**src/sv/pdfte_pkg.sv**
```systemverilog
// ----------------------------------------------------------------------------
// pdfte_pkg: shared definitions for the content stream text extractor
// Window geometry, character codes and controller/datapath interface types.
// ----------------------------------------------------------------------------
package pdfte_pkg;

   // window of recent stream bytes, newest in the highest slot
   localparam int HIST_LEN = 15;
   localparam int IDX_W    = $clog2(HIST_LEN);
   localparam int PTR_W    = $clog2(HIST_LEN + 1);

   // number scans end at these slots
   localparam logic [PTR_W-1:0] SLOT_TD   = PTR_W'(HIST_LEN - 5);
   localparam logic [PTR_W-1:0] SLOT_OPEN = PTR_W'(HIST_LEN - 1);

   // result buffer: at most three beats per input byte
   localparam int OUT_DEPTH = 3;
   localparam int OIDX_W    = $clog2(OUT_DEPTH);
   localparam int CNT_W     = $clog2(OUT_DEPTH + 1);

   // integer part of a number, saturating
   localparam int              ACC_W        = 16;
   localparam int              MUL_W        = ACC_W + 4;
   localparam logic [ACC_W-1:0] NUM_SAT     = '1;
   localparam logic [ACC_W-1:0] NUM_ONE     = ACC_W'(1);
   localparam logic [ACC_W-1:0] NUM_TAB_MIN = ACC_W'(1000);
   localparam logic [ACC_W-1:0] NUM_SP_MIN  = ACC_W'(100);

   // character codes
   localparam logic [7:0] CH_SP    = 8'h20;
   localparam logic [7:0] CH_CR    = 8'h0d;
   localparam logic [7:0] CH_LF    = 8'h0a;
   localparam logic [7:0] CH_TAB   = 8'h09;
   localparam logic [7:0] CH_LPAR  = 8'h28;
   localparam logic [7:0] CH_RPAR  = 8'h29;
   localparam logic [7:0] CH_BSL   = 8'h5c;
   localparam logic [7:0] CH_DOT   = 8'h2e;
   localparam logic [7:0] CH_ZERO  = 8'h30;
   localparam logic [7:0] CH_NINE  = 8'h39;
   localparam logic [7:0] CH_B     = 8'h42;
   localparam logic [7:0] CH_D     = 8'h44;
   localparam logic [7:0] CH_E     = 8'h45;
   localparam logic [7:0] CH_T     = 8'h54;
   localparam logic [7:0] CH_TILDE = 8'h7e;
   localparam logic [7:0] CH_HI    = 8'h80;
   localparam logic [7:0] CH_FF    = 8'hff;

   // controller to datapath commands
   typedef struct packed {
      logic load;        // take a stream byte, restart stream if flagged
      logic scan_start;  // begin a number scan
      logic scan_open;   // scan kind: 1 for parenthesis, 0 for TD
      logic back_step;   // move scan pointer one slot older
      logic parse_init;  // start forward parse after the stop slot
      logic parse_step;  // consume one slot of the number
      logic take_num;    // turn parsed number into layout beats
      logic finish;      // update flags, queue text, shift window
      logic emit_step;   // one result beat taken
   } dp_cmd_type;

   // datapath to controller status
   typedef struct packed {
      logic td_hit;
      logic open_hit;
      logic at_zero;
      logic cur_space;
      logic cur_numch;
      logic parse_done;
      logic scan_is_td;
      logic will_emit;
      logic emit_last;
   } dp_stat_type;

endpackage

```
**src/sv/pdf_content_text_extractor.sv**
```systemverilog
// ----------------------------------------------------------------------------
// pdf_content_text_extractor: text extraction from an inflated content stream
// A byte with no number scan is accepted in the idle state, then decided; its
// result beats are then emitted in order as the receiver takes them.
// A TD or opening parenthesis adds a number scan that walks the 15-slot window
// one slot per cycle; at most two scans per byte.
// One byte is in flight at a time. Synchronous active-high reset clears the
// flags and fills the window with spaces; the next byte is taken right after.
// ----------------------------------------------------------------------------
module pdf_content_text_extractor (
   input  logic       clock,
   input  logic       reset,
   input  logic       req_tvalid,
   output logic       req_tready,
   input  logic [7:0] req_tdata,   // [7:0] in_byte
   input  logic       req_tuser,   // [0] first_of_stream
   output logic       rsp_tvalid,
   input  logic       rsp_tready,
   output logic [7:0] rsp_tdata,   // [7:0] out_byte
   output logic       rsp_tlast    // last_of_run
);

   pdfte_pkg::dp_cmd_type  cmd;
   pdfte_pkg::dp_stat_type stat;

   pdfte_ctrl u_ctrl (
      .clock      (clock),
      .reset      (reset),
      .req_tvalid (req_tvalid),
      .req_tready (req_tready),
      .rsp_tvalid (rsp_tvalid),
      .rsp_tready (rsp_tready),
      .stat       (stat),
      .cmd        (cmd)
   );

   pdfte_dp u_dp (
      .clock    (clock),
      .reset    (reset),
      .cmd      (cmd),
      .stat     (stat),
      .in_byte  (req_tdata),
      .in_first (req_tuser),
      .out_byte (rsp_tdata),
      .out_last (rsp_tlast)
   );

   // one byte at a time: never take input while results are pending
   a_no_overlap: assert property (@(posedge clock) disable iff (reset)
      rsp_tvalid |-> !req_tready)
      else $error("input taken while results pending");

   // a run of results is delivered without gaps
   a_run_contig: assert property (@(posedge clock) disable iff (reset)
      (rsp_tvalid && rsp_tready && !rsp_tlast) |=> rsp_tvalid)
      else $error("result run broken before last beat");

   // the cycle after a beat is accepted is spent deciding, not emitting
   a_decide_gap: assert property (@(posedge clock) disable iff (reset)
      (req_tvalid && req_tready) |=> (!rsp_tvalid && !req_tready))
      else $error("no decide cycle after accepting a byte");

endmodule

```
**src/sv/pdfte_ctrl.sv**
```systemverilog
// ----------------------------------------------------------------------------
// pdfte_ctrl: sequencing state machine of the text extractor
// Steps each byte through token decision, number scans, finish and emission.
// ----------------------------------------------------------------------------
module pdfte_ctrl (
   input  logic                  clock,
   input  logic                  reset,
   input  logic                  req_tvalid,
   output logic                  req_tready,
   output logic                  rsp_tvalid,
   input  logic                  rsp_tready,
   input  pdfte_pkg::dp_stat_type stat,
   output pdfte_pkg::dp_cmd_type  cmd
);

   localparam logic [2:0] ST_IDLE    = 3'd0;
   localparam logic [2:0] ST_DECIDE  = 3'd1;
   localparam logic [2:0] ST_SKIP_SP = 3'd2;
   localparam logic [2:0] ST_SKIP_NM = 3'd3;
   localparam logic [2:0] ST_PARSE   = 3'd4;
   localparam logic [2:0] ST_FINISH  = 3'd5;
   localparam logic [2:0] ST_EMIT    = 3'd6;

   logic [2:0] state_ff;
   logic [2:0] state_in;

   // next state and commands
   always_comb begin
      state_in   = state_ff;
      cmd        = '0;
      req_tready = 1'b0;
      rsp_tvalid = 1'b0;
      unique case (state_ff)
         ST_IDLE: begin
            req_tready = 1'b1;
            if (req_tvalid) begin
               cmd.load = 1'b1;
               state_in = ST_DECIDE;
            end
         end
         ST_DECIDE: begin
            priority if (stat.td_hit) begin
               cmd.scan_start = 1'b1;
               state_in       = ST_SKIP_SP;
            end else if (stat.open_hit) begin
               cmd.scan_start = 1'b1;
               cmd.scan_open  = 1'b1;
               state_in       = ST_SKIP_SP;
            end else begin
               cmd.finish = 1'b1;
               state_in   = stat.will_emit ? ST_EMIT : ST_IDLE;
            end
         end
         // walk back over trailing spaces
         ST_SKIP_SP: begin
            if (!stat.at_zero && stat.cur_space) begin
               cmd.back_step = 1'b1;
            end else begin
               state_in = ST_SKIP_NM;
            end
         end
         // walk back over digits and dots
         ST_SKIP_NM: begin
            if (!stat.at_zero && stat.cur_numch) begin
               cmd.back_step = 1'b1;
            end else begin
               cmd.parse_init = 1'b1;
               state_in       = ST_PARSE;
            end
         end
         ST_PARSE: begin
            if (stat.parse_done) begin
               cmd.take_num = 1'b1;
               // TD number done; a parenthesis number may follow
               if (stat.scan_is_td && stat.open_hit) begin
                  cmd.scan_start = 1'b1;
                  cmd.scan_open  = 1'b1;
                  state_in       = ST_SKIP_SP;
               end else begin
                  state_in = ST_FINISH;
               end
            end else begin
               cmd.parse_step = 1'b1;
            end
         end
         ST_FINISH: begin
            cmd.finish = 1'b1;
            state_in   = stat.will_emit ? ST_EMIT : ST_IDLE;
         end
         ST_EMIT: begin
            rsp_tvalid = 1'b1;
            if (rsp_tready) begin
               cmd.emit_step = 1'b1;
               if (stat.emit_last) begin
                  state_in = ST_IDLE;
               end
            end
         end
         default: begin
            state_in = ST_IDLE;
         end
      endcase
   end

   // state register
   always_ff @(posedge clock) begin
      if (reset) begin
         state_ff <= ST_IDLE;
      end else begin
         state_ff <= state_in;
      end
   end

endmodule

```
**src/sv/pdfte_dp.sv**
```systemverilog
// ----------------------------------------------------------------------------
// pdfte_dp: window, flags, number scanner and result buffer
// Holds the byte window and text state, parses numbers one slot per cycle
// and queues the result beats of the current byte.
// ----------------------------------------------------------------------------
module pdfte_dp (
   input  logic                  clock,
   input  logic                  reset,
   input  pdfte_pkg::dp_cmd_type  cmd,
   output pdfte_pkg::dp_stat_type stat,
   input  logic [7:0]            in_byte,
   input  logic                  in_first,
   output logic [7:0]            out_byte,
   output logic                  out_last
);

   logic [7:0] hist_ff [pdfte_pkg::HIST_LEN];
   logic       tobj_ff;
   logic       str_ff;
   logic       esc_ff;
   logic [7:0] char_ff;

   logic [pdfte_pkg::PTR_W-1:0] ptr_ff;
   logic [pdfte_pkg::PTR_W-1:0] last_ff;
   logic                        kind_open_ff;
   logic [pdfte_pkg::ACC_W-1:0] acc_ff;
   logic [pdfte_pkg::ACC_W-1:0] acc_in;
   logic                        dot_ff;
   logic                        frac_ff;
   logic                        digs_ff;

   logic [7:0]                   buf_ff [pdfte_pkg::OUT_DEPTH];
   logic [pdfte_pkg::CNT_W-1:0]  cnt_ff;
   logic [pdfte_pkg::CNT_W-1:0]  cnt_in;
   logic [pdfte_pkg::OIDX_W-1:0] idx_ff;

   logic [7:0] w1, w2, w3, w4;
   logic       td_tok, et_tok, bt_new;
   logic       td_hit, et_hit, open_hit;
   logic [7:0] cur;
   logic       cur_digit, cur_dot, past_end, parse_done;
   logic [pdfte_pkg::MUL_W-1:0] acc_x10;

   logic [1:0] num_n, fin_n, push_n;
   logic [7:0] num_b0, num_b1, fin_b0, fin_b1, push_b0, push_b1;
   logic       tobj_mid, str_in, esc_in, printable;

   function automatic logic is_ws(input logic [7:0] b);
      is_ws = (b == pdfte_pkg::CH_SP) || (b == pdfte_pkg::CH_CR) ||
              (b == pdfte_pkg::CH_LF);
   endfunction

   function automatic logic is_digit(input logic [7:0] b);
      is_digit = (b >= pdfte_pkg::CH_ZERO) && (b <= pdfte_pkg::CH_NINE);
   endfunction

   // token detection on the four newest slots
   assign w1 = hist_ff[pdfte_pkg::HIST_LEN-1];
   assign w2 = hist_ff[pdfte_pkg::HIST_LEN-2];
   assign w3 = hist_ff[pdfte_pkg::HIST_LEN-3];
   assign w4 = hist_ff[pdfte_pkg::HIST_LEN-4];

   assign td_tok = (w3 == pdfte_pkg::CH_T) && (w2 == pdfte_pkg::CH_D) &&
                   is_ws(w1) && is_ws(w4);
   assign et_tok = (w3 == pdfte_pkg::CH_E) && (w2 == pdfte_pkg::CH_T) &&
                   is_ws(w1) && is_ws(w4);
   // BT as seen after the current byte is shifted in
   assign bt_new = (w2 == pdfte_pkg::CH_B) && (w1 == pdfte_pkg::CH_T) &&
                   is_ws(char_ff) && is_ws(w3);

   assign td_hit   = tobj_ff && !str_ff && td_tok;
   assign et_hit   = tobj_ff && !str_ff && et_tok;
   assign open_hit = tobj_ff && !et_hit && (char_ff == pdfte_pkg::CH_LPAR) &&
                     !str_ff && !esc_ff;

   // slot under the scan pointer
   always_comb begin
      cur = pdfte_pkg::CH_SP;
      if (ptr_ff < pdfte_pkg::PTR_W'(pdfte_pkg::HIST_LEN)) begin
         cur = hist_ff[ptr_ff[pdfte_pkg::IDX_W-1:0]];
      end
   end

   assign cur_digit  = is_digit(cur);
   assign cur_dot    = (cur == pdfte_pkg::CH_DOT);
   assign past_end   = (ptr_ff > last_ff);
   assign parse_done = past_end || (dot_ff ? !cur_digit : !(cur_digit || cur_dot));

   // integer part: acc * 10 + digit, saturating
   assign acc_x10 = (pdfte_pkg::MUL_W'(acc_ff) << 3) + (pdfte_pkg::MUL_W'(acc_ff) << 1) +
                    pdfte_pkg::MUL_W'(cur[3:0]);
   assign acc_in  = (acc_x10 > pdfte_pkg::MUL_W'(pdfte_pkg::NUM_SAT)) ?
                    pdfte_pkg::NUM_SAT : acc_x10[pdfte_pkg::ACC_W-1:0];

   // layout beats chosen by the parsed number
   always_comb begin
      num_n  = 2'd0;
      num_b0 = pdfte_pkg::CH_TAB;
      num_b1 = pdfte_pkg::CH_LF;
      if (!kind_open_ff) begin
         priority if (digs_ff && ((acc_ff > pdfte_pkg::NUM_ONE) ||
                                  ((acc_ff == pdfte_pkg::NUM_ONE) && frac_ff))) begin
            num_n  = 2'd2;
            num_b0 = pdfte_pkg::CH_CR;
         end else if (!digs_ff || (acc_ff == '0)) begin
            num_n = 2'd1;
         end else begin
            num_n = 2'd0;
         end
      end else begin
         priority if (digs_ff && (acc_ff > pdfte_pkg::NUM_TAB_MIN)) begin
            num_n = 2'd1;
         end else if (digs_ff && (acc_ff > pdfte_pkg::NUM_SP_MIN)) begin
            num_n  = 2'd1;
            num_b0 = pdfte_pkg::CH_SP;
         end else begin
            num_n = 2'd0;
         end
      end
   end

   // end-of-byte flag update and text beats
   assign printable = ((char_ff >= pdfte_pkg::CH_SP) && (char_ff <= pdfte_pkg::CH_TILDE)) ||
                      ((char_ff >= pdfte_pkg::CH_HI) && (char_ff != pdfte_pkg::CH_FF));

   always_comb begin
      fin_n    = 2'd0;
      fin_b0   = char_ff;
      fin_b1   = pdfte_pkg::CH_LF;
      tobj_mid = tobj_ff;
      str_in   = str_ff;
      esc_in   = esc_ff;
      if (tobj_ff) begin
         priority if (et_hit) begin
            tobj_mid = 1'b0;
            fin_n    = 2'd2;
            fin_b0   = pdfte_pkg::CH_CR;
         end else if (open_hit) begin
            str_in = 1'b1;
         end else if ((char_ff == pdfte_pkg::CH_RPAR) && str_ff && !esc_ff) begin
            str_in = 1'b0;
         end else if (str_ff) begin
            if ((char_ff == pdfte_pkg::CH_BSL) && !esc_ff) begin
               esc_in = 1'b1;
            end else begin
               esc_in = 1'b0;
               fin_n  = printable ? 2'd1 : 2'd0;
            end
         end else begin
            str_in = str_ff;
         end
      end
   end

   // beats queued this cycle
   always_comb begin
      push_n  = 2'd0;
      push_b0 = fin_b0;
      push_b1 = fin_b1;
      priority if (cmd.take_num) begin
         push_n  = num_n;
         push_b0 = num_b0;
         push_b1 = num_b1;
      end else if (cmd.finish) begin
         push_n = fin_n;
      end else begin
         push_n = 2'd0;
      end
   end

   assign cnt_in = cnt_ff + pdfte_pkg::CNT_W'(push_n);

   // status to controller
   always_comb begin
      stat            = '0;
      stat.td_hit     = td_hit;
      stat.open_hit   = open_hit;
      stat.at_zero    = (ptr_ff == '0);
      stat.cur_space  = (cur == pdfte_pkg::CH_SP);
      stat.cur_numch  = cur_digit || cur_dot;
      stat.parse_done = parse_done;
      stat.scan_is_td = !kind_open_ff;
      stat.will_emit  = (cnt_ff != '0) || (fin_n != 2'd0);
      stat.emit_last  = (pdfte_pkg::CNT_W'(idx_ff) + pdfte_pkg::CNT_W'(1)) == cnt_ff;
   end

   // result beat from buffer
   always_comb begin
      out_byte = buf_ff[0];
      for (int k = 0; k < pdfte_pkg::OUT_DEPTH; k++) begin
         if (idx_ff == pdfte_pkg::OIDX_W'(k)) begin
            out_byte = buf_ff[k];
         end
      end
   end
   assign out_last = stat.emit_last;

   // window and text flags
   always_ff @(posedge clock) begin
      if (reset) begin
         for (int k = 0; k < pdfte_pkg::HIST_LEN; k++) begin
            hist_ff[k] <= pdfte_pkg::CH_SP;
         end
         tobj_ff <= 1'b0;
         str_ff  <= 1'b0;
         esc_ff  <= 1'b0;
      end else if (cmd.load && in_first) begin
         for (int k = 0; k < pdfte_pkg::HIST_LEN; k++) begin
            hist_ff[k] <= pdfte_pkg::CH_SP;
         end
         tobj_ff <= 1'b0;
         str_ff  <= 1'b0;
         esc_ff  <= 1'b0;
      end else if (cmd.finish) begin
         for (int k = 0; k < pdfte_pkg::HIST_LEN - 1; k++) begin
            hist_ff[k] <= hist_ff[k+1];
         end
         hist_ff[pdfte_pkg::HIST_LEN-1] <= char_ff;
         tobj_ff <= tobj_mid || bt_new;
         str_ff  <= str_in;
         esc_ff  <= esc_in;
      end
   end

   // current byte
   always_ff @(posedge clock) begin
      if (cmd.load) begin
         char_ff <= in_byte;
      end
   end

   // number scanner
   always_ff @(posedge clock) begin
      if (cmd.scan_start) begin
         ptr_ff       <= cmd.scan_open ? pdfte_pkg::SLOT_OPEN : pdfte_pkg::SLOT_TD;
         last_ff      <= cmd.scan_open ? pdfte_pkg::SLOT_OPEN : pdfte_pkg::SLOT_TD;
         kind_open_ff <= cmd.scan_open;
      end else if (cmd.back_step) begin
         ptr_ff <= ptr_ff - pdfte_pkg::PTR_W'(1);
      end else if (cmd.parse_init) begin
         ptr_ff  <= ptr_ff + pdfte_pkg::PTR_W'(1);
         acc_ff  <= '0;
         dot_ff  <= 1'b0;
         frac_ff <= 1'b0;
         digs_ff <= 1'b0;
      end else if (cmd.parse_step) begin
         ptr_ff <= ptr_ff + pdfte_pkg::PTR_W'(1);
         if (cur_digit) begin
            digs_ff <= 1'b1;
            if (dot_ff) begin
               frac_ff <= frac_ff || (cur != pdfte_pkg::CH_ZERO);
            end else begin
               acc_ff <= acc_in;
            end
         end else begin
            dot_ff <= 1'b1;
         end
      end
   end

   // result buffer control
   always_ff @(posedge clock) begin
      if (reset) begin
         cnt_ff <= '0;
         idx_ff <= '0;
      end else if (cmd.load) begin
         cnt_ff <= '0;
         idx_ff <= '0;
      end else begin
         cnt_ff <= cnt_in;
         if (cmd.emit_step) begin
            idx_ff <= idx_ff + pdfte_pkg::OIDX_W'(1);
         end
      end
   end

   // result buffer entries
   always_ff @(posedge clock) begin
      for (int k = 0; k < pdfte_pkg::OUT_DEPTH; k++) begin
         if ((push_n != 2'd0) && (cnt_ff == pdfte_pkg::CNT_W'(k))) begin
            buf_ff[k] <= push_b0;
         end else if ((push_n == 2'd2) &&
                      ((cnt_ff + pdfte_pkg::CNT_W'(1)) == pdfte_pkg::CNT_W'(k))) begin
            buf_ff[k] <= push_b1;
         end
      end
   end

   // a string only opens inside a text object, and ET is not seen in a string
   a_str_in_tobj: assert property (@(posedge clock) disable iff (reset)
      str_ff |-> tobj_ff)
      else $error("string flag set outside a text object");

   // an escape is only armed inside a string and cleared before it closes
   a_esc_in_str: assert property (@(posedge clock) disable iff (reset)
      esc_ff |-> str_ff)
      else $error("escape pending outside a string");

endmodule
```
**config.mk**
```make
export PLATFORM = sky130hd
export DESIGN_NAME = pdf_content_text_extractor
export DESIGN_NICKNAME = d
export VERILOG_FILES = /design/src/sv/pdfte_pkg.sv /design/src/sv/pdf_content_text_extractor.sv /design/src/sv/pdfte_ctrl.sv /design/src/sv/pdfte_dp.sv
export SDC_FILE = /design/constraint.sdc
export NUM_CORES = 1
export LEC_CHECK = 0
export ABC_AREA = 1
export BUFFER_PORTS_ARGS = -buffer_cell sky130_fd_sc_hd__buf_4
export CAP_MARGIN = 20
export CORE_ASPECT_RATIO = 1.5
export CORE_UTILIZATION = 50
export DETAILED_ROUTE_END_ITERATION = 10
export HOLD_SLACK_MARGIN = 0.12
export PLACE_DENSITY = 0.73
export SLEW_MARGIN = 30
export SYNTH_ARGS = -nofsm -noshare
export SYNTH_HDL_FRONTEND = slang
export SYNTH_SLANG_ARGS = --single-unit
```
**constraint.sdc**
```tcl
create_clock -name clock -period 12.2 [get_ports clock]
set_input_delay 1.22 -clock clock [delete_from_list [all_inputs] [get_ports clock]]
set_output_delay 1.22 -clock clock [all_outputs]
set_load 0.1 [all_outputs]
```
==> run_results.csv, run 1 <==
group,metric,value,unit
timing,fin_setup_tns,0,ns
floorplanning,die_height,183,um
global_route,met3_usage,3.69,%
synthesis,synth_flop_cell,"sky130_fd_sc_hd__edfxtp_1",
global_route,grt.met1_usage,27.0,%
power_and_ir_drop,report.power.total,2.36,mW
global_route,grt-ovfl-total,0,
layout,finish.net_count,1384,
critical_path,timing.critical_path.slowest_stage_cell,"sky130_fd_sc_hd__nor2_1",
place,setup_slack_at_placement,7.32,ns
timing,slew_viol_final,0,
critical_path,cpPeakStageDelay,0.54,ns
synthesis,synth.most_common_cell,"sky130_fd_sc_hd__nand2_1",
clock_network,cts_setup_buffers,0,
synthesis,most_frequent_cells_after_synthesis,"sky130_fd_sc_hd__nand2_1 (261), sky130_fd_sc_hd__nor2_1 (216), sky130_fd_sc_hd__inv_1 (192)",
timing,rsz_0062_raised_after_global_routing,"no",
layout,postLayoutCoreUtil,55.4,%
critical_path,cp_cell_sequence,"buf_4 > inv_6 > nand2_1 > nand3_1 > a21oi_1 > nor2_1 > nor2_2 > inv_1 > fa_1 > inv_1 > fa_1 > a21oi_1 > o21ai_0 > nand3_1 > o2111ai_1 > xor2_1 > nor2_1 > nand2_1 > a21oi_1 > nor2_1",
layout,share_of_final_layout_standard_cells_stronger_than_drive_strength_1,7.29,%
min_path,min_delay_path_depth,2,
timing,final_hold_viol_count,0,
global_route,grtUsageMet2,44.0,%
clock_network,number_of_cts_inserted_buffers,17,
synthesis,synth.top_cell.area_share,44.2,%
layout,antennaDiodeCount,0,
synthesis,average_size_of_a_mapped_cell,8.21,um^2
power_and_ir_drop,power.ir.vdd_worst,0.000113,V
clock_network,cts_clk_pin_slew_worst_paths,0.07,ns
clock_network,clock-sinks,186,
critical_path,worstPathArrival,5.13,ns
global_route,grt_first_pass_wirelength,42.1,mm
floorplanning,die_width,122,um
synthesis,proportion_of_synthesized_chip_area_in_sequential_cells,49.0,%
global_route,grt-busiest-layer,"met2",
synthesis,ys_types,49,
clock_network,hold_buffers,0,
detailed_routing,routed_wl,25.9,mm
clock_network,clock_tree.root_cell,"sky130_fd_sc_hd__clkbuf_16",
detailed_routing,first_iter_violations,646,
critical_path,timing.reg2reg.setup_slack,7.26,ns
timing,max_freq,203,MHz
floorplanning,core_area,0.0211,mm^2
floorplanning,floorplan.io_pins,24,
synthesis,synth_async_sr_flop_share,0,%
floorplanning,dieArea,0.0223,mm^2
place,buffer_ports.inserted,23,
critical_path,crit-reg2reg-capture,"u_dp.acc_ff[15]$_SDFFCE_PP0P_",
place,hpwl,18.7,mm
critical_path,regToRegStartpoint,"u_dp.ptr_ff[0]$_SDFFCE_PP0P_",
detailed_routing,drt.antenna.violating_nets,0,
global_route,grt_usage,24.5,%
run_status,run_status,"complete, no violations",
min_path,timing.hold.worst.start,"u_dp.buf_ff[2][3]$_SDFFE_PP1P_",
global_route,via_count_of_the_first_global_routing_pass,8773,
floorplanning,core.rowCount,65,
synthesis,area_contributors_post_synth,"sky130_fd_sc_hd__edfxtp_1 (44%), sky130_fd_sc_hd__nand2_1 (9.0%), sky130_fd_sc_hd__nor2_1 (7.5%), sky130_fd_sc_hd__inv_1 (6.6%), sky130_fd_sc_hd__nand3_1 (5.0%)",
synthesis,syn_nets,1377,
global_route,antenna_found_initial,0,
critical_path,critPathRequiredTime,12.39,ns
timing,timing_worst_slew_pin_value,0.913,ns
min_path,hold_class,"flop to flop",
flow_run,max_cap_viols,0,
synthesis,synth.cell_area,0.0109,mm^2
clock_network,buffers_from_clock_root_to_sink_at_most,2,
synthesis,synthesis.yosys.warnings,0,
detailed_routing,drt-vias-per-instance,5.56,
critical_path,critPathCaptureType,"flop",
timing,layout_min_cycle_time,4.94,ns
power_and_ir_drop,power.leakage,5.04,nW
clock_network,clock_latency,0.45,ns
synthesis,postSynthCellCount,1324,
synthesis,synth_area_leader_cell,"sky130_fd_sc_hd__edfxtp_1",
place,place_congestion,0.908,
critical_path,setup.worst_path.class,"flop to flop",
clock_network,cts_tree,"done",
timing,timing.final.crit_share,40.5,%
critical_path,critPathMaxFanout,63,
min_path,hold_end,"u_dp.buf_ff[2][3]$_SDFFE_PP1P_",
detailed_routing,detailroute.via_count,8960,
clock_network,ctsHtreeMaxLevel,4,
floorplanning,initial_cell_density_of_the_core,51.4,%
global_route,maximum_number_of_pins_on_one_net_before_global_route_repair,90,
detailed_routing,remaining_drc_errors,0,
power_and_ir_drop,power.density_cell_area,202,mW/mm^2
detailed_routing,post_drt_wl_per_cell,16.1,um
timing,relative_max_transition_margin,39.2,%
timing,clock-skew-final,0.0108,ns
detailed_routing,dr.pass1.iters,5,
layout,areaGrowthSynthToFinish,7.78,%
clock_network,post_cts_resized,0,
timing,setup_violations,0,
critical_path,reg2reg_depth,20,
synthesis,total_of_flip_flops_plus_latches_after_synthesis,186,
critical_path,crit_path_launch_type,"flop",
timing,post-route-worst-setup-slack,7.26,ns
synthesis,number_of_flops_mapped_to_enable_cells_by_yosys,160,
through the flow:
step	std cells	area (um^2)	hold WS [ns]
CTS	1612	11700	0.479
global route	1612	11700	0.505
finish	1612	11700	0.480
global placement	1580	11200	0.447
floorplan	1324	10900	0.430
detailed placement	1580	11200	0.456
cells in the final DEF (no fill, tap or decap), types with 5 or more instances in the layout:
master                      instances
sky130_fd_sc_hd__nand2_1          260
sky130_fd_sc_hd__nor2_1           216
sky130_fd_sc_hd__inv_1            192
sky130_fd_sc_hd__edfxtp_1         160
sky130_fd_sc_hd__nand3_1          106
sky130_fd_sc_hd__a21oi_1           83
sky130_fd_sc_hd__o21ai_0           42
sky130_fd_sc_hd__ha_1              37
sky130_fd_sc_hd__buf_4             29
sky130_fd_sc_hd__nor3_1            27
sky130_fd_sc_hd__dfxtp_1           26
sky130_fd_sc_hd__nand4_1           21
sky130_fd_sc_hd__clkbuf_16         17
sky130_fd_sc_hd__a31oi_1           16
sky130_fd_sc_hd__xnor2_1           11
sky130_fd_sc_hd__inv_6              8
sky130_fd_sc_hd__or2_2              8
sky130_fd_sc_hd__xor2_1             8
sky130_fd_sc_hd__nand2_2            6
sky130_fd_sc_hd__nand3_2            6
sky130_fd_sc_hd__o211ai_1           5
final cells by class:
cell class              instances  area, um^2
well taps                     268         335
repair buffers                 29         218
fillers                      1985        9430
clock buffers                  17         425
clock inverters                15         124
multi-input cells             898        4530
flip-flops and latches        186        5330
inverters                     199         754
metal layers:
| layer | vias to the layer above | wire, um |
|---|---|---|
| met5 | - | 0 |
| li1 | 4391 | - |
| met1 | 4195 | 9980 |
| met4 | 0 | 1130 |
| met3 | 87 | 1020 |
| met2 | 287 | 13800 |
cell families (layout without fill, tap and decap cells):
group | count (synthesis) | after routing | synth area share [%]
and+or+nand+nor | 672 | 672 | 26.6
buffers and inverters | 240 | 260 | 9.46
DFF | 186 | 186 | 49.0
AOI/OAI and AO/OA | 167 | 167 | 8.64
adders and majority gates | 40 | 40 | 4.81
xor gates and xnor gates | 19 | 19 | 1.53
registers in the layout (all words and copies together) (netlist names):
name,flops
u_dp.buf_ff,24
u_ctrl.state_ff,3
u_dp.dot_ff,1
u_dp.char_ff,8
u_dp.acc_ff,16
u_dp.hist_ff,120
u_dp.idx_ff,2
u_dp.str_ff,1
u_dp.ptr_ff,4
u_dp.tobj_ff,1
u_dp.frac_ff,1
u_dp.esc_ff,1
u_dp.kind_open_ff,1
u_dp.cnt_ff,2
u_dp.digs_ff,1
worst max path at each step:
| stage | startpoint | endpoint | slack (ns) |
|---|---|---|---|
| after floorplan | u_ctrl.state_ff[0]$_SDFFE_PP0P_ | u_dp.hist_ff[1][0]$_SDFFCE_PN0P_ | 7.81 |
| after global placement | u_dp.ptr_ff[0]$_SDFFCE_PP0P_ | u_dp.acc_ff[15]$_SDFFCE_PP0P_ | 7.50 |
| after detailed placement | u_dp.ptr_ff[0]$_SDFFCE_PP0P_ | u_dp.acc_ff[4]$_SDFFCE_PP0P_ | 7.32 |
| after CTS | u_dp.ptr_ff[0]$_SDFFCE_PP0P_ | u_dp.acc_ff[4]$_SDFFCE_PP0P_ | 7.30 |
| after global routing | u_dp.ptr_ff[0]$_SDFFCE_PP0P_ | u_dp.acc_ff[4]$_SDFFCE_PP0P_ | 6.86 |
| final | u_dp.ptr_ff[0]$_SDFFCE_PP0P_ | u_dp.acc_ff[15]$_SDFFCE_PP0P_ | 7.26 |
power breakdown:
part	switching [mW]	total, mW	leakage (nW)	internal, mW
combinational	0.590	0.787	2.96	0.197
clock	0.263	0.530	0.273	0.267
sequential	0.112	1.04	1.81	0.932
worst max-delay path: cells and delay by family (launching register included):
kind / cells / cell delay (ns)
fa+ha+maj: 2 / 0.95
buf+inv: 4 / 0.91
xor+xnor: 1 / 0.18
flops: 1 / 0.33
compound gates: 5 / 0.92
simple gates: 8 / 1.34
(Power assumes the default switching activity.)
==> run 2, diff against run 1 <==
==> constraint.sdc (replaced) <==
create_clock -name clock -period 4.9 [get_ports clock]
set_input_delay 0.49 -clock clock [delete_from_list [all_inputs] [get_ports clock]]
set_output_delay 0.49 -clock clock [all_outputs]
set_load 0.1 [all_outputs]
==> run 2 against run 1 <==
  * Power rose to 2.5 times the previous value
  * Hold slack worse by 0.27 ns
  * Final cell count up 0.43%
  * Clock skew up 0.0066 ns
  * Cell area up 1.1%
  * Sequential share of layout area down 0.48 points
  * Critical path depth down 2
  * Global-route usage down 0.15 points
  * Non-clock buffer count up 7
  * Register-to-register slack worse by 6.6 ns
  * Maximum frequency up 17%
  * Critical path type unchanged
  * Largest power group unchanged
==> run_results.csv, run 2 (synthesized netlist as in run 1, its figures left out) <==
group,metric,value,unit
run_status,run_status,"complete, no violations",
floorplanning,initial_cell_density_of_the_core,51.4,%
timing,fin_setup_tns,0,ns
floorplanning,dieArea,0.0223,mm^2
global_route,antenna_found_initial,0,
layout,max_flop_register,"u_dp.hist_ff",
flow_run,max_cap_viols,0,
clock_network,buffers_from_clock_root_to_sink_at_most,2,
place,place_congestion,0.915,
layout,areaGrowthSynthToFinish,8.93,%
timing,slew_viol_final,0,
floorplanning,die_height,183,um
detailed_routing,routed_wl,25.8,mm
critical_path,worstPathArrival,4.40,ns
clock_network,cts_tree,"done",
floorplanning,core.rowCount,65,
layout,antennaDiodeCount,0,
critical_path,critPathRequiredTime,5.09,ns
clock_network,ctsHtreeMaxLevel,4,
clock_network,cts_clk_pin_slew_worst_paths,0.07,ns
critical_path,critPathMaxFanout,18,
clock_network,clock_tree.root_cell,"sky130_fd_sc_hd__clkbuf_16",
power_and_ir_drop,power.leakage,5.10,nW
timing,rsz_0062_raised_after_global_routing,"no",
power_and_ir_drop,power.ir.vdd_worst,0.000285,V
detailed_routing,remaining_drc_errors,0,
clock_network,cts_setup_buffers,0,
layout,share_of_final_layout_standard_cells_stronger_than_drive_strength_1,7.55,%
timing,timing.final.crit_share,86.0,%
global_route,maximum_number_of_pins_on_one_net_before_global_route_repair,62,
floorplanning,die_width,122,um
timing,relative_max_transition_margin,37.7,%
layout,flip_flop_count_of_the_largest_register_all_copies_and_words_added,120,
power_and_ir_drop,report.power.total,5.99,mW
layout,largestRegisters,"u_dp.hist_ff x120, u_dp.buf_ff x24, u_dp.acc_ff x16",
critical_path,critPathCaptureType,"flop",
clock_network,number_of_cts_inserted_buffers,17,
floorplanning,floorplan.io_pins,24,
clock_network,clock_latency,0.45,ns
timing,max_freq,237,MHz
layout,layout_commonest_cell,"sky130_fd_sc_hd__nand2_1",
timing,layout_min_cycle_time,4.21,ns
min_path,hold_class,"primary input to flop",
place,buffer_ports.inserted,23,
power_and_ir_drop,power.density_cell_area,506,mW/mm^2
global_route,grt_usage,24.3,%
clock_network,hold_buffers,0,
layout,most-common-layout-cells,"sky130_fd_sc_hd__nand2_1 (260), sky130_fd_sc_hd__nor2_1 (216), sky130_fd_sc_hd__inv_1 (192)",
detailed_routing,post_drt_wl_per_cell,16.0,um
critical_path,setup.worst_path.class,"flop to flop",
layout,postLayoutCoreUtil,56.0,%
clock_network,clock-sinks,186,
critical_path,crit_path_launch_type,"flop",
timing,final_hold_viol_count,0,
timing,clock-skew-final,0.0174,ns
detailed_routing,drt-vias-per-instance,5.46,
place,hpwl,19.2,mm
detailed_routing,detailroute.via_count,8847,
layout,finish.net_count,1391,
timing,setup_violations,0,
timing,timing_worst_slew_pin_value,0.931,ns
global_route,grt_first_pass_wirelength,41.9,mm
global_route,via_count_of_the_first_global_routing_pass,8502,
clock_network,post_cts_resized,0,
detailed_routing,dr.pass1.iters,5,
floorplanning,core_area,0.0211,mm^2
detailed_routing,drt.antenna.violating_nets,0,
global_route,grt-ovfl-total,0,
detailed_routing,first_iter_violations,816,
[run 2: critical path, cell delays in order (launching register included)]
cell,delay [ns]
sky130_fd_sc_hd__edfxtp_1,0.44
sky130_fd_sc_hd__inv_1,0.43
sky130_fd_sc_hd__nor3_1,0.15
sky130_fd_sc_hd__inv_2,0.16
sky130_fd_sc_hd__nand2_1,0.08
sky130_fd_sc_hd__nor2_2,0.15
sky130_fd_sc_hd__inv_1,0.10
sky130_fd_sc_hd__fa_1,0.48
sky130_fd_sc_hd__inv_1,0.07
sky130_fd_sc_hd__fa_1,0.48
sky130_fd_sc_hd__a21oi_1,0.28
sky130_fd_sc_hd__o21ai_0,0.19
sky130_fd_sc_hd__nand3_1,0.11
sky130_fd_sc_hd__o2111ai_1,0.12
sky130_fd_sc_hd__xor2_1,0.19
sky130_fd_sc_hd__nor2_1,0.15
sky130_fd_sc_hd__nand2_1,0.16
sky130_fd_sc_hd__a21oi_1,0.16
sky130_fd_sc_hd__nor2_1,0.06
[run 2: metrics by stage]
step | setup WS (ns) | cell area, um^2 | instances | hold slack [ns]
2_1_floorplan | 0.515 | 10900 | 1324 | 0.430
3_3_place_gp | 0.860 | 11200 | 1587 | 0.446
3_5_place_dp | 0.749 | 11200 | 1587 | 0.444
5_1_grt | 0.367 | 11800 | 1619 | 0.199
4_1_cts | 0.729 | 11800 | 1619 | 0.194
6_report | 0.688 | 11800 | 1619 | 0.208
[run 2: power by group]
group	total [mW]	switching, mW	internal [mW]
clock	1.40	0.617	0.782
combinational	1.98	1.46	0.514
sequential	2.61	0.288	2.32
total	5.99	2.37	3.62
[run 2: final timing paths]
kind                                  start  cells past startpoint                              to  slack, ns
max reg2reg    u_dp.ptr_ff[3]$_SDFFCE_PP1P_                     18    u_dp.acc_ff[4]$_SDFFCE_PP0P_       0.69
min reg2reg  u_dp.buf_ff[2][3]$_SDFFE_PP1P_                      2  u_dp.buf_ff[2][3]$_SDFFE_PP1P_       0.47
min                            req_tdata[6]                      1       u_dp.char_ff[6]$_DFFE_PP_       0.21
max            u_dp.ptr_ff[3]$_SDFFCE_PP1P_                     18    u_dp.acc_ff[4]$_SDFFCE_PP0P_       0.69
[run 2: layout make-up]
| class | count | area, um^2 |
|---|---|---|
| fill | 1949 | 9300 |
| sequential | 186 | 5330 |
| multi-input combinational | 898 | 4530 |
| inverter | 199 | 754 |
| clock buffer | 22 | 497 |
| tap | 268 | 335 |
| timing repair buffer | 36 | 295 |
| clock inverter | 10 | 100 |
[run 2: metal layers]
metal  GRT usage [%]  routed length, um  vias up
met3            3.78               1100       73
met4            12.4               1090        0
met2            43.2              13500      273
met5               0                  0        -
met1            27.7              10200     4108
li1                -                  -     4393
